### src/rtl/csop_ram.sv
module csop_ram #(
  parameter int WIDTH = 8,
  parameter int DEPTH = 16
) (
  input  logic                     clk_i,
  input  logic                     we_i,
  input  logic [$clog2(DEPTH)-1:0] waddr_i,
  input  logic [WIDTH-1:0]         wdata_i,
  input  logic                     re_i,
  input  logic [$clog2(DEPTH)-1:0] raddr_i,
  output logic [WIDTH-1:0]         rdata_o
);

  logic [WIDTH-1:0] mem [DEPTH];
  logic [WIDTH-1:0] rdata_q;

  always_ff @(posedge clk_i) begin
    if (we_i) begin
      mem[waddr_i] <= wdata_i;
    end
    if (re_i) begin
      rdata_q <= mem[raddr_i];
    end
  end

  assign rdata_o = rdata_q;

endmodule

### config.mk
export PLATFORM = sky130hd
export DESIGN_NAME = csop_ram
export DESIGN_NICKNAME = d
export VERILOG_FILES = /design/src/rtl/csop_ram.sv
export SDC_FILE = /design/constraint.sdc
export NUM_CORES = 1
export LEC_CHECK = 0
export ABC_AREA = 0
export ABC_CLOCK_PERIOD_IN_PS = 4900
export BUFFER_PORTS_ARGS = -buffer_cell sky130_fd_sc_hd__clkbuf_2
export CELL_PAD_IN_SITES_DETAIL_PLACEMENT = 0
export CELL_PAD_IN_SITES_GLOBAL_PLACEMENT = 1
export CORE_ASPECT_RATIO = 1.1
export CORE_UTILIZATION = 60
export CTS_BUF_LIST = sky130_fd_sc_hd__clkbuf_2
export CTS_CLUSTER_DIAMETER = 50
export DETAILED_ROUTE_END_ITERATION = 8
export GPL_TIMING_DRIVEN = 0
export PLACE_DENSITY = 0.91
export SETUP_SLACK_MARGIN = 0.05
export SLEW_MARGIN = 20
export SYNTH_ARGS = -nofsm -noshare
export SYNTH_HDL_FRONTEND = slang
export SYNTH_SLANG_ARGS = --single-unit
### constraint.sdc
create_clock -name clk_i -period 4.9 [get_ports clk_i]
set_input_delay 0.245 -clock clk_i [delete_from_list [all_inputs] [get_ports clk_i]]
set_output_delay 0.245 -clock clk_i [all_outputs]
set_load 0.01 [all_outputs]
==> impl_metrics.csv <==
group,metric,value,unit
global_routing,grt_pass1_wl,14300,um
global_routing,grt_max_degree,17,
die,die_w,91.0,um
synthesis,ys_seq_area_frac,0.781,
placed_design,hpwlAfterDp,5860,um
synthesis,synth_top_area_frac,0.781,
power,power_leakage,1.96,nW
synthesis,synth.distinct_cells,18,
flow_run,drv_cap,0,
timing,fin_skew,0.0235,ns
layout,final-instance-count-excl-fill,403,
clock_network,clk_pin_slew,0.19,ns
synthesis,synth_fp_nets,248,
worst_hold_path,hold_path_class,"input pin to flop",
power,peakVddDrop,0.262,mV
clock_network,cts_resized,0,
synthesis,syn_avg_cell_area,22.8,sq um
layout,diodes,0,
timing,worstMarginPinSlew,0.851,ns
timing,hold_viol,0,
worst_setup_path,required,5.34,ns
worst_setup_path,critical_path_arrival,2.02,ns
die,die_h,99.9,um
timing,fin_crit,1.58,ns
clock_network,cts_max_path_buffers,2,
synthesis,ys_seq_elements,136,
worst_setup_path,cp-start-kind,"flop",
die,core,0.00841,sq mm
synthesis,synth_xor_area_frac,0,
placed_design,post-place-cells,365,
route,num_vias,2481,
synthesis,syn_inst,229,
timing,timing.hold.ws,0.0487,ns
global_routing,gr-total-overflow,0,
route,finalWirelength,9420,um
synthesis,synthTopCellsByArea,"edfxtp_1, mux4_2, mux4_1",
layout,nets,299,
timing,setup_ws,3.32,ns
placed_design,place_worst_setup_slack,2.95,ns
route,drt-pass1-iter-count,5,
route,post-route-drc-count,0,
die,start_util,0.622,
placed_design,port_buffers,25,
layout,drive_gt1_frac,0.301,
worst_setup_path,cp-end-kind,"flop",
timing,fin_crit_sh,0.322,
clock_network,cts_made_buffers,17,
die,num_io_pins,27,
placed_design,routabilityCongestion,0.733,
timing,rsz0062_at_grt,"no",
die,die-area,0.00909,sq mm
power,p_per_area,377,mW/mm^2
route,drtIter0Drc,207,
worst_setup_path,crit_fanout,1,
route,ant_nets,0,
timing,fin_setup_tns,0,ns
synthesis,synth_top_family_by_area,"multiplexers",
global_routing,antenna_found_initial,0,
timing,fmax,634,MHz
synthesis,synth-compound-area-share,0.0230,
synthesis,yosys.area_share.simple,0.0314,
clock_network,clkSinkCount,136,
clock_network,cts_tree,"built",
clock_network,h-tree-depth,4,
status,status,"complete, no violations",
route,post_drt_wl_per_cell,23.4,um
timing,relSlewSlack,0.431,
synthesis,synth_fa_ha_area_frac,0,
synthesis,ys_warn_count,0,
timing,slew_violations,0,
synthesis,yosys.area.top_type,"edfxtp_1",
clock_network,cts_root_buffer,"clkbuf_2",
layout,syn2layout_area_growth,12.4,%
global_routing,grt_pass1_vias,2420,
worst_setup_path,path_class,"flop to flop",
timing,setup_viol,0,
synthesis,synthMuxAreaShare,0.148,
clock_network,insertion_delay,0.67,ns
layout,post-route-util,0.699,
die,rows,35,
synthesis,netlist_area,0.00523,sq mm
route,viasPerCell,6.16,
global_routing,grt.total_usage,0.230,
==> sequential cells by signal, indices dropped and copies added (netlist names) <==
name and count:
rdata_o 8, mem 128
==> worst max-delay path, stage by stage (launching register included) <==
cell      delay [ns]
edfxtp_1        0.40
mux4_1          0.58
a22oi_1         0.28
nand2_1         0.10
==> synthesized netlist by cell type <==
cell type	instances
edfxtp_1	136
mux4_2	18
a22oi_1	16
mux4_1	14
nor2_1	13
nand2_1	9
nor3_1	4
buf_2	3
buf_6	3
clkdlybuf4s25_2	3
nand2b_1	2
nand3b_1	2
and2_1	1
and2b_1	1
buf_4	1
nand3_1	1
nor2b_1	1
or3b_2	1
==> worst paths after layout <==
check                       startpoint                   end  slack, ns  depth (start not counted)
setup / recovery   mem[5][1]$_DFFE_PP_  rdata_o[1]$_DFFE_PP_       3.32                          3
hold / removal              wdata_i[2]   mem[0][2]$_DFFE_PP_       0.05                          1
setup reg to reg   mem[5][1]$_DFFE_PP_  rdata_o[1]$_DFFE_PP_       3.32                          3
hold reg to reg   mem[13][0]$_DFFE_PP_  rdata_o[0]$_DFFE_PP_       0.79                          3
==> metrics by stage <==
step,total power [mW],area (sq um)
final,2.22,5870
after floorplan,1.41,5230
after global placement,1.46,5490
after CTS,2.22,5870
after detailed placement,1.46,5510
after global routing,2.28,5870
==> area by class of cell <==
type                            instances  area, sq um
Buffer                                 10         86.3
Clock buffer                           18         90.1
Multi-Input combinational cell         83         1080
Sequential cell                       136         4080
Tap cell                              111          139
Fill cell                             525         2530
Clock inverter                         13          203
Timing Repair Buffer                   32          195
==> layout by cell type, fill, tap and decap left out, types with 4 or more instances in the layout <==
master	instances
mux4_1	14
edfxtp_1	136
bufinv_16	5
nor3_2	4
dlygate4sd3_1	7
nor2_1	13
mux4_2	18
a22oi_1	16
clkbuf_2	43
nand2_1	9
==> what timing repair did <==
item | 4_1_cts | 5_1_grt
hold buffers | 7 | 0
setup buffers | 0 | 0
hold endpoints to repair | 93 | 0
==> power breakdown <==
group	switching, mW	internal, mW	total [mW]
registers	0.00617	1.31	1.32
logic	0.0734	0.0540	0.127
clock network	0.389	0.385	0.773
total	0.468	1.75	2.22
==> routing by layer <==
layer | track usage | share of wire
met3 | 0.0591 | 0.069
met1 | 0.325 | 0.42
met4 | 0.0842 | 0.021
met2 | 0.355 | 0.49
met5 | 0 | 0
==> logic make-up (layout without fill, tap and decap cells) <==
| kind of cell | Yosys count | in the layout |
|---|---|---|
| AO/OA/AOI/OAI | 16 | 16 |
| buffers and inverters | 10 | 73 |
| flip-flops | 136 | 136 |
| multiplexers | 32 | 32 |
| AND/OR/NAND/NOR | 35 | 35 |
(Power assumes the default switching activity.)
