<file path="config.mk">
export PLATFORM = sky130hd
export DESIGN_NAME = csop_clear
export DESIGN_NICKNAME = d
export VERILOG_FILES = /design/src/rtl/csop_clear.sv
export SDC_FILE = /design/constraint.sdc
export NUM_CORES = 1
export LEC_CHECK = 0
export BUFFER_PORTS_ARGS = -buffer_cell sky130_fd_sc_hd__buf_2
export CORE_AREA = 5 5 42 44
export CTS_CLUSTER_DIAMETER = 120
export DETAILED_ROUTE_END_ITERATION = 8
export DIE_AREA = 0 0 47 49
export PLACE_DENSITY = 0.37
export SYNTH_ARGS = -nofsm -noshare
export SYNTH_HDL_FRONTEND = slang
export SYNTH_SLANG_ARGS = --single-unit
export TNS_END_PERCENT = 1
</file>
<file path="constraint.sdc">
create_clock -name clk_i -period 1.2 [get_ports clk_i]
set_input_delay 0.18 -clock clk_i [delete_from_list [all_inputs] [get_ports clk_i]]
set_output_delay 0.18 -clock clk_i [all_outputs]
set_load 0.1 [all_outputs]
</file>
<file path="src/rtl/csop_clear.sv">
module csop_clear #(
  parameter int N = 16
) (
  input  logic                 clk_i,
  input  logic                 rst_ni,
  output logic                 active_o,
  output logic [$clog2(N)-1:0] addr_o
);

  localparam int AW = $clog2(N);

  logic [AW-1:0] cnt_q;
  logic          active_q;

  always_ff @(posedge clk_i or negedge rst_ni) begin
    if (!rst_ni) begin
      cnt_q    <= '0;
      active_q <= 1'b1;
    end else if (active_q) begin
      if (cnt_q == AW'(N - 1)) begin
        active_q <= 1'b0;
      end else begin
        cnt_q <= cnt_q + AW'(1);
      end
    end
  end

  assign active_o = active_q;
  assign addr_o   = cnt_q;

endmodule

</file>
==> metrics.md, run 1 <==
| Metric | Value |
|---|---|
| Post-Syn Nets | 25 |
| IR drop worst, VDD | 384.0 uV |
| Critical path endpoint category | output pin |
| DR vias/cell | 4.574 |
| Critical path peak fanout | 3 |
| Unrepaired setup endpoints after global routing | true |
| Pre-CTS setup slack | 0.007089 ns |
| Avg Cell Area, Syn | between 10 and 15 sq um |
| Max Slew Vio Count | 0 |
| GPL Wtd Cong | between 0.7 and 0.8 |
| First-pass GRT wire length | around 1300 um |
| Clk_lat worst skew | roughly 0.24 ns |
| Initial Util | 0.1759 |
| YS warnings | 0 |
| Required time of the critical path | 1.02 ns |
| Flops & latches, synth | 5 |
| Failing checks | setup timing |
| Final Critical Period | 1.298 ns |
| Commonest non-fill, non-tap cell in the layout | buf_12 |
| Core area | 1401 sq um |
| Num CTS Buffers | 3 |
| Initial drt markers | 0 |
| Clock skew | 0.001754 ns |
| Rows | 14 |
| DRT Pass-1 Iters | 1 |
| Power density over the cells | 738.1 nW/um^2 |
| Routed Antenna Nets | 0 |
| CP Class | register to output pin |
| Die Span X | ~47 um |
| Total detailed-routing wirelength | just over 700 um |
| DR WL/cell | 13.13 um |
| CP max stage cell | dfstp_4 |
| Tightest Pin Transition | 0.2155 ns |
| Hold crit path type | input port to asynchronous set/reset pin |
| Cell Area, Placed | 427.9 sq um |
| Status | finished with violations |
| TritonCTS sink count | 5 |
| Endpoints failing setup | 3 |
| Peak Freq | 770.1 MHz |
| Worst EP arrival | ~1.1 ns |
| Inserted Diodes | 0 |
| Synth top area share | 0.4061 |
| Final period util | 1.082 |
| Number of global-route vias before repair | 277 |
| Tot GR Track Use | 0.08545 |
| Synthesized cell area | 246.5 sq um |
| Sequential fraction of the synthesis area | 0.5127 |
| Area growth from synthesis to layout | 102.0% |
| Drt drc | 0 |
| Largest net degree at the start of global routing | 8 |
| Clk pin slew, worst setup/hold paths | approximately 0.040 ns |
| Layout Nets | 42 |
| Max-Cap Viols | 0 |
| TritonCTS clock tree | done |
| # fillers | 157 |
| Hpwl dp | 491.8 um |
| Fraction of layout cells with a size suffix above 1 | 0.6053 |
| Critical path's largest stage delay | 0.61 ns |
| Clk root buf | clkbuf_4 |
| Commonest non-fill, non-tap cells in the layout | buf_12, nand4_1, nand2b_1, clkbuf_4, buf_6 |
| Full die area | between 2000 and 2500 sq um |
| Initial antenna violation count | 0 |
| Die height | 49 um |
| Crit path cell chain | buf_6 -> buf_12 |
| Post-Synthesis Cells | 22 |
| PortBufs | 6 |
| GR Overflow Total | 0 |
| Synth area leader | dfrtp_1 |
| Final Hold Viols | 0 |
| Synth cell types | 12 |
| H-tree Lvls | 1 |
| Final setup margin | -0.09848 ns |
| Worst Setup Start Kind | register |
| Total number of vias | 247 |
| Slew headroom | 0.8563 |
| Clk buf depth | 2 |
| Finished Cell Area | 498.0 sq um |
| Top cells by area, synth | dfrtp_1, dfstp_2, nand2b_1 |
| IO Pins | 7 |
| Leak pwr | 0.1973 nW |
[layout make-up]
cell class	count	area, sq um	area share
clock buffers	4	26.28	0.05276
multi-input cells	17	147.6	0.2965
flip-flops and latches	5	140.1	0.2814
well taps	16	20.02	0.04020
repair buffers	12	163.9	0.3291
[flip-flops by register name, summed over array words and instances (netlist names)]
name and cells:
addr_o 4, active_o 1
[per-stage QoR]
| stage | utilization | power (mW) | std cells | TNS (ns) | hold slack (ns) |
|---|---|---|---|---|---|
| after global routing | 0.3554 | 0.3856 | 54 | -0.2588 | 0.3176 |
| after global placement | 0.3054 | 0.1763 | 48 | 0 | 0.002404 |
| final | 0.3554 | 0.3676 | 54 | -0.1221 | 0.3070 |
| after detailed placement | 0.3054 | 0.1765 | 48 | 0 | 0.004610 |
| after floorplan | - | 0.1716 | 22 | -0.3306 | -0.1156 |
| after CTS | 0.3446 | 0.3726 | 54 | -0.1373 | 0.3054 |
[Yosys cell counts]
| master | n |
|---|---|
| nand4_1 | 3 |
| a31oi_1 | 1 |
| nand2b_1 | 4 |
| a21oi_1 | 1 |
| o211ai_1 | 2 |
| nand2_1 | 1 |
| dfrtp_1 | 4 |
| nor2b_1 | 2 |
| and3_1 | 1 |
| mux2_4 | 1 |
| dfstp_2 | 1 |
| ha_1 | 1 |
[worst paths after layout]
check	slack, ns	to	cells past startpoint	startpoint
setup / recovery	-0.1	active_o	2	active_o$_DFF_PN1_
hold / removal	0.31	addr_o[1]$_DFFE_PN0P_	2	rst_ni
setup reg to reg	0.01	addr_o[3]$_DFFE_PN0P_	3	addr_o[0]$_DFFE_PN0P_
hold reg to reg	0.59	addr_o[2]$_DFFE_PN0P_	1	addr_o[2]$_DFFE_PN0P_
max in group asynchronous	0.68	active_o$_DFF_PN1_	2	rst_ni
min in group clk_i	0.59	addr_o[2]$_DFFE_PN0P_	1	addr_o[2]$_DFFE_PN0P_
[cells by family after synthesis]
family / Yosys count / synth area share
simple gates: 11 / 0.2690
flops: 5 / 0.5127
compound gates: 4 / 0.1066
mux: 1 / 0.06090
fa+ha+maj: 1 / 0.05075
[critical path, delay by kind of cell (launching register included)]
kind                   cells  cell delay [ns]
DFF                        1             0.61
buffers and inverters      2             0.27
[power breakdown]
group	internal (mW)	switching, mW	leakage, nW	total (mW)
sequential	0.169	0	0.0599	0.169
clock	0.126	0.0659	0.0150	0.191
combinational	0.00333	0.00377	0.122	0.00711
[layer usage]
metal  share of wire  GRT usage
met1            0.42    0.09313
met2            0.50     0.1176
met3           0.038    0.03321
met4           0.034    0.08295
met5               0          0
[what timing repair did]
item	4_1_cts	5_1_grt
pin swaps	0	1
resized for setup	3	3
setup endpoints to repair	3	6
endpoints found under the hold margin	5	0
buffers inserted	1	0
hold buffers	1	0
(Power assumes the default switching activity.)
==> run 2, diff against run 1 <==
--- a/config.mk
+++ b/config.mk
@@ -11,6 +11,7 @@
 export DETAILED_ROUTE_END_ITERATION = 8
 export DIE_AREA = 0 0 47 49
 export PLACE_DENSITY = 0.37
+export REMOVE_ABC_BUFFERS = 1
 export SYNTH_ARGS = -nofsm -noshare
 export SYNTH_HDL_FRONTEND = slang
 export SYNTH_SLANG_ARGS = --single-unit
==> run 2 against run 1 <==
The run now ends clean. Combinational power is 0.7% lower. Sequential share of layout area is 0.23 points higher. Die area is the same. Global-route usage down 2.0 points. Critical path depth is 1 lower. First-iteration DRC count increased by 3. Design area down 11%. Largest cell class unchanged.
==> metrics.md, run 2 (synthesized netlist as in run 1, its figures left out) <==
| Metric | Value |
|---|---|
| Hold_ws | 0.2843 ns (was 0.3070 ns) |
| Combinational Power Share | 0.019 (about the same) |
| Critical path's largest stage delay | 0.57 ns (was 0.61 ns) |
| Clk buf depth | 2 (unchanged) |
| Layout Nets | 42 (unchanged) |
| H-tree Lvls | 1 (unchanged) |
| Worst Setup SP | active_o$_DFF_PN1_ (unchanged) |
| Worst EP arrival | 1.00 ns (was 1.12 ns) |
| DR vias/cell | 4.389 (was 4.574) |
| Rows | 14 (unchanged) |
| Die height | 49 um (unchanged) |
| Critical path peak fanout | 4 (was 3) |
| Max-Cap Viols | 0 (unchanged) |
| Tot GR Track Use | 0.06511 (was 0.08545) |
| P_sw | 75.55 uW (was 69.72 uW) |
| Total number of vias | 237 (was 247) |
| CP Class | register to output pin (unchanged) |
| Required time of the critical path | 1.02 ns (about the same) |
| Hpwl dp | 462.9 um (was 491.8 um) |
| Inserted Diodes | 0 (unchanged) |
| Internal power | 298.6 uW (was 297.9 uW) |
| CP max stage cell | dfstp_2 (was dfstp_4) |
| Number of gates resized after cts | 0 (was 3) |
| Area growth from synthesis to layout | 80.71% (was 102.0%) |
| Largest net degree at the start of global routing | 8 (unchanged) |
| Clk_lat worst skew | 0.25 ns (was 0.24 ns) |
| Peak Freq | 846.2 MHz (was 770.1 MHz) |
| Crit path cell chain | buf_12 (was buf_6 -> buf_12) |
| Pwr Total | 374.1 uW (was 367.6 uW) |
| GR Overflow Total | 0 (unchanged) |
| Slew headroom | 0.8287 (was 0.8563) |
| Reg-to-reg startpoint | addr_o[0]$_DFFE_PN0P_ (unchanged) |
| Unrepaired setup endpoints after global routing | true (unchanged) |
| Max Slew Vio Count | 0 (unchanged) |
| Num CTS Buffers | 3 (unchanged) |
| Initial antenna violation count | 0 (unchanged) |
| Switch share | 0.2019 (was 0.1897) |
| Clock skew | 0.003035 ns (was 0.001754 ns) |
| IO Pins | 7 (unchanged) |
| Core area | 1401 sq um (unchanged) |
| IR drop worst, VDD | 397.0 uV (was 384.0 uV) |
| PortBufs | 6 (unchanged) |
| Critical path endpoint category | output pin (unchanged) |
| Max FFs per register | 4 (unchanged) |
| Initial drt markers | 3 (was 0) |
| DR WL/cell | 11.35 um (was 13.13 um) |
| Initial Util | 0.1759 (unchanged) |
| TritonCTS sink count | 5 (unchanged) |
| Power density over the cells | 840.0 nW/um^2 (was 738.1 nW/um^2) |
| Full die area | 2303 sq um (unchanged) |
| DRT Pass-1 Iters | 2 (was 1) |
| Routed Antenna Nets | 0 (unchanged) |
| Flop pwr share | 0.453 (was 0.460) |
| Hold crit path type | input port to asynchronous set/reset pin (unchanged) |
| Number of global-route vias before repair | 211 (was 277) |
| Total detailed-routing wirelength | 613 um (was 709 um) |
| Leak pwr | 0.2034 nW (was 0.1973 nW) |
| GPL Wtd Cong | 0.7411 (was 0.7845) |
| First-pass GRT wire length | 938 um (was 1276 um) |
| Final period util | 0.9849 (was 1.082) |
| Final Hold Viols | 0 (unchanged) |
| Crit path buf inv count | 1 (was 2) |
| Endpoints failing setup | 0 (was 3) |
| Tightest Pin Transition | 0.2570 ns (was 0.2155 ns) |
| Final Critical Period | 1.182 ns (was 1.298 ns) |
| Fraction of layout cells with a size suffix above 1 | 0.4211 (was 0.6053) |
| TritonCTS clock tree | done (unchanged) |
| Worst Setup Start Kind | register (unchanged) |
| Clock Power Share | 0.528 (was 0.521) |
| Clk pin slew, worst setup/hold paths | 0.04 ns (about the same) |
| Clk root buf | clkbuf_4 (unchanged) |
| Status | finished clean (was finished with violations) |
| Largest delay share family, worst path | flip-flops (unchanged) |
| # fillers | 155 (was 157) |
| Drt drc | 0 (unchanged) |
| Setup TNS | 0 ns (was -0.1221 ns) |
| Commonest non-fill, non-tap cells in the layout | buf_12, buf_4, nand2b_1, dfrtp_1 (was buf_12, nand4_1, nand2b_1, clkbuf_4, buf_6) |
| Die Span X | 47 um (unchanged) |
==> run 2: area by class of cell <==
type / count / area [sq um] / share of cell area
clock buffer: 4 / 26.28 / 0.05899
tap: 16 / 20.02 / 0.04494
sequential: 5 / 126.4 / 0.2837
timing repair buffer: 12 / 152.6 / 0.3427
multi-input combinational: 17 / 120.1 / 0.2697
==> run 2: final timing paths <==
path / depth (start not counted) / end / slack, ns
setup / recovery: 1 / active_o / 0.02
hold / removal: 2 / addr_o[3]$_DFFE_PN0P_ / 0.28
setup reg to reg: 3 / addr_o[3]$_DFFE_PN0P_ / 0.07
hold reg to reg: 2 / addr_o[2]$_DFFE_PN0P_ / 0.62
max in group asynchronous: 2 / active_o$_DFF_PN1_ / 0.70
min in group clk_i: 2 / addr_o[2]$_DFFE_PN0P_ / 0.62
==> run 2: worst register-to-register path, delay by kind of cell, from the launching register on <==
| family | cells | cell delay, ns |
|---|---|---|
| AND/OR/NAND/NOR | 1 | 0.14 |
| multiplexers | 1 | 0.26 |
| flip-flops | 1 | 0.39 |
| adder cells (fa/ha/maj) | 1 | 0.22 |
==> run 2: layer usage <==
| metal | global-route usage | up-vias | wire [um] |
|---|---|---|---|
| li1 | - | 115 | - |
| met3 | 0.03321 | 4 | 69 |
| met1 | 0.07143 | 109 | 265 |
| met2 | 0.06787 | 9 | 237 |
| met4 | 0.09677 | 0 | 40 |
| met5 | 0 | - | 0 |
==> run 2: power groups by stage <==
stage	Combinational (mW)	Clock, mW	Sequential, mW
CTS	0.00748	0.209	0.169
finish	0.00706	0.198	0.169
global route	0.00805	0.213	0.169
floorplan	0.0000000461	0	0.172
global placement	0.00495	0	0.172
detailed placement	0.00494	0	0.172
==> run 2: stage by stage <==
step / cells / utilization / worst slack, ns / area [sq um]
after CTS: 54 / 0.3179 / 0.003735 / 445.4
after global placement: 49 / 0.2920 / 0.1157 / 409.1
after detailed placement: 49 / 0.2920 / 0.08994 / 409.1
after global routing: 54 / 0.3179 / -0.009832 / 445.4
after floorplan: 22 / - / -0.5500 / 246.5
final: 54 / 0.3179 / 0.01818 / 445.4
==> run 2: timing repair <==
item / CTS / global route
cloned: 0 / 0
setup endpoints to repair: 1 / 1
buffers inserted: 1 / 0
hold buffers: 1 / 0
hold endpoints to repair: 5 / 0
==> run 3, diff against run 2 <==
==> constraint.sdc (replaced) <==
create_clock -name clk_i -period 1.2 [get_ports clk_i]
set_input_delay 0.24 -clock clk_i [delete_from_list [all_inputs] [get_ports clk_i]]
set_output_delay 0.24 -clock clk_i [all_outputs]
set_load 0.1 [all_outputs]
==> run 3 against run 2 <==
The run now ends with setup timing left. Via count grew 3.8%. Clock skew shrank 0.0016 ns. Largest power group unchanged. Fmax shrank 3.2%.
==> metrics.md, run 3 (synthesized netlist as in run 1, its figures left out) <==
| Metric | Value |
|---|---|
| Status | finished with violations (was finished clean) |
| Failing checks | setup timing |
| Num CTS Buffers | 3 (unchanged) |
| GR Overflow Total | 0 (unchanged) |
| Core area | 1401 sq um (unchanged) |
| Die height | 49 um (unchanged) |
| Initial Util | 0.1759 (unchanged) |
| Max-Cap Viols | 0 (unchanged) |
| Rows | 14 (unchanged) |
| Leak pwr | 0.1999 nW (was 0.2034 nW) |
| Met1 Use GR | 0.07111 (was 0.07143) |
| Commonest non-fill, non-tap cell in the layout | buf_12 |
| Tightest Pin Transition | 0.1851 ns (was 0.2570 ns) |
| Initial drt markers | 5 (was 3) |
| Tot GR Track Use | 0.06290 (was 0.06511) |
| H-tree Lvls | 1 (unchanged) |
| GPL Wtd Cong | 0.7542 (was 0.7411) |
| GRT met2 Usage | 0.07014 (was 0.06787) |
| Number of global-route vias before repair | 224 (was 211) |
| TritonCTS sink count | 5 (unchanged) |
| Largest delay share family, worst path | flip-flops (unchanged) |
| DRT Pass-1 Iters | 4 (was 2) |
| DR WL/cell | 11.09 um (was 11.35 um) |
| Hpwl dp | 437.4 um (was 462.9 um) |
| Endpoints failing setup | 1 (was 0) |
| CP Class | register to output pin (unchanged) |
| Total detailed-routing wirelength | 599 um (was 613 um) |
| Clock skew | 0.001446 ns (was 0.003035 ns) |
| IO Pins | 7 (unchanged) |
| Routed Antenna Nets | 0 (unchanged) |
| Layout Nets | 42 (unchanged) |
| Die Span X | 47 um (unchanged) |
| Commonest non-fill, non-tap cells in the layout | buf_12, nand2b_1 (was buf_12, buf_4, nand2b_1, dfrtp_1) |
| Drt drc | 0 (unchanged) |
| Worst EP arrival | 0.98 ns (was 1.00 ns) |
| Crit path cell chain | buf_12 (unchanged) |
| Met3 Resource Use GR | 0.05166 (was 0.03321) |
| Final period util | 1.017 (was 0.9849) |
| Final setup margin | -0.02100 ns (was 0.01818 ns) |
| Crit path buf inv count | 1 (unchanged) |
| DR vias/cell | 4.556 (was 4.389) |
| Fraction of layout cells with a size suffix above 1 | 0.4737 (was 0.4211) |
| Largest net degree at the start of global routing | 8 (unchanged) |
| TritonCTS clock tree | done (unchanged) |
| Setup TNS | -0.02100 ns (was 0 ns) |
| Clk pin slew, worst setup/hold paths | 0.04 ns (about the same) |
| Final Non-Filler Cells | 54 (unchanged) |
| Required time of the critical path | 0.96 ns (was 1.02 ns) |
| Critical path's largest stage delay | 0.56 ns (was 0.57 ns) |
| Slew headroom | 0.8766 (was 0.8287) |
| GR peak layer | met1 (was met4) |
| Max FFs per register | 4 (unchanged) |
| Pre-CTS setup slack | 0.06853 ns (was 0.08994 ns) |
| Placed cell count | 49 (unchanged) |
| Critical path endpoint category | output pin (unchanged) |
| Area growth from synthesis to layout | 85.28% (was 80.71%) |
| CP max stage cell | dfstp_2 (unchanged) |
| Inserted Diodes | 0 (unchanged) |
| First-pass GRT wire length | 972 um (was 938 um) |
| Power density over the cells | 813.0 nW/um^2 (was 840.0 nW/um^2) |
| Critical path peak fanout | 3 (was 4) |
| Total number of vias | 246 (was 237) |
| Initial antenna violation count | 0 (unchanged) |
| R2R setup slack | 0.08 ns (was 0.07 ns) |
| Register area | 127.6 sq um (was 126.4 sq um) |
| Area of the multi-input gates | 122.6 sq um (was 120.1 sq um) |
| Clk buf depth | 2 (unchanged) |
| Final Hold Viols | 0 (unchanged) |
| Final Critical Period | 1.221 ns (was 1.182 ns) |
| IR drop worst, VDD | 362.0 uV (was 397.0 uV) |
| Worst Setup Start Kind | register (unchanged) |
| # fillers | 148 (was 155) |
| Max Slew Vio Count | 0 (unchanged) |
| Hold crit path type | input port to asynchronous set/reset pin (unchanged) |
| Clk_lat worst skew | 0.24 ns (was 0.25 ns) |
| Pwr Total | 371.3 uW (was 374.1 uW) |
| Setup Fix Bufs, Post-CTS | 0 (was 1) |
| Peak Freq | 819.0 MHz (was 846.2 MHz) |
| PortBufs | 6 (unchanged) |
| Clk root buf | clkbuf_4 (unchanged) |
| Unrepaired setup endpoints after global routing | true (unchanged) |
| Full die area | 2303 sq um (unchanged) |
| Hold_ws | 0.3510 ns (was 0.2843 ns) |
run 3: cell count changes in the layout (fill, tap and decap cells not counted):
| cell | before | now |
|---|---|---|
| ha_2 | 0 | 1 |
| ha_1 | 1 | 0 |
| buf_6 | 0 | 2 |
| dfrtp_2 | 0 | 1 |
| dfrtp_1 | 4 | 3 |
| buf_4 | 5 | 3 |
run 3: cell type report:
cell class | instances | share of cell area
clock buffers | 4 | 0.05753
multi-input cells | 17 | 0.2685
flip-flops and latches | 5 | 0.2795
well taps | 16 | 0.04384
repair buffers | 12 | 0.3507
run 3: worst paths after layout:
check                                      start                    end  cells after the start
max reg2reg                addr_o[0]$_DFFE_PN0P_  addr_o[3]$_DFFE_PN0P_                      3
max                           active_o$_DFF_PN1_               active_o                      1
min                                       rst_ni  addr_o[0]$_DFFE_PN0P_                      2
min reg2reg                addr_o[3]$_DFFE_PN0P_  addr_o[3]$_DFFE_PN0P_                      1
max in group asynchronous                 rst_ni     active_o$_DFF_PN1_                      2
min in group clk_i         addr_o[3]$_DFFE_PN0P_  addr_o[3]$_DFFE_PN0P_                      1
run 3: metrics by stage:
stage / util / cell area, sq um
floorplan: - / 246.5
global placement: 0.2920 / 409.1
detailed placement: 0.2920 / 409.1
CTS: 0.3179 / 445.4
global route: 0.3259 / 456.7
finish: 0.3259 / 456.7
run 3: per-layer routing:
layer	wire, um	up-vias
met5	0	-
met4	0	0
met3	68	0
met2	268	11
met1	261	118
li1	-	117
run 3: repair_timing:
item,in CTS,in global routing
endpoints found under the hold margin,4,0
gates resized for setup,0,4
hold buffers,1,0
setup endpoints to repair,1,5
run 3: where the power goes:
group	switching [mW]	internal (mW)
sequential	0	0.169
clock	0.0691	0.126
combinational	0.00379	0.00332
total	0.0729	0.298
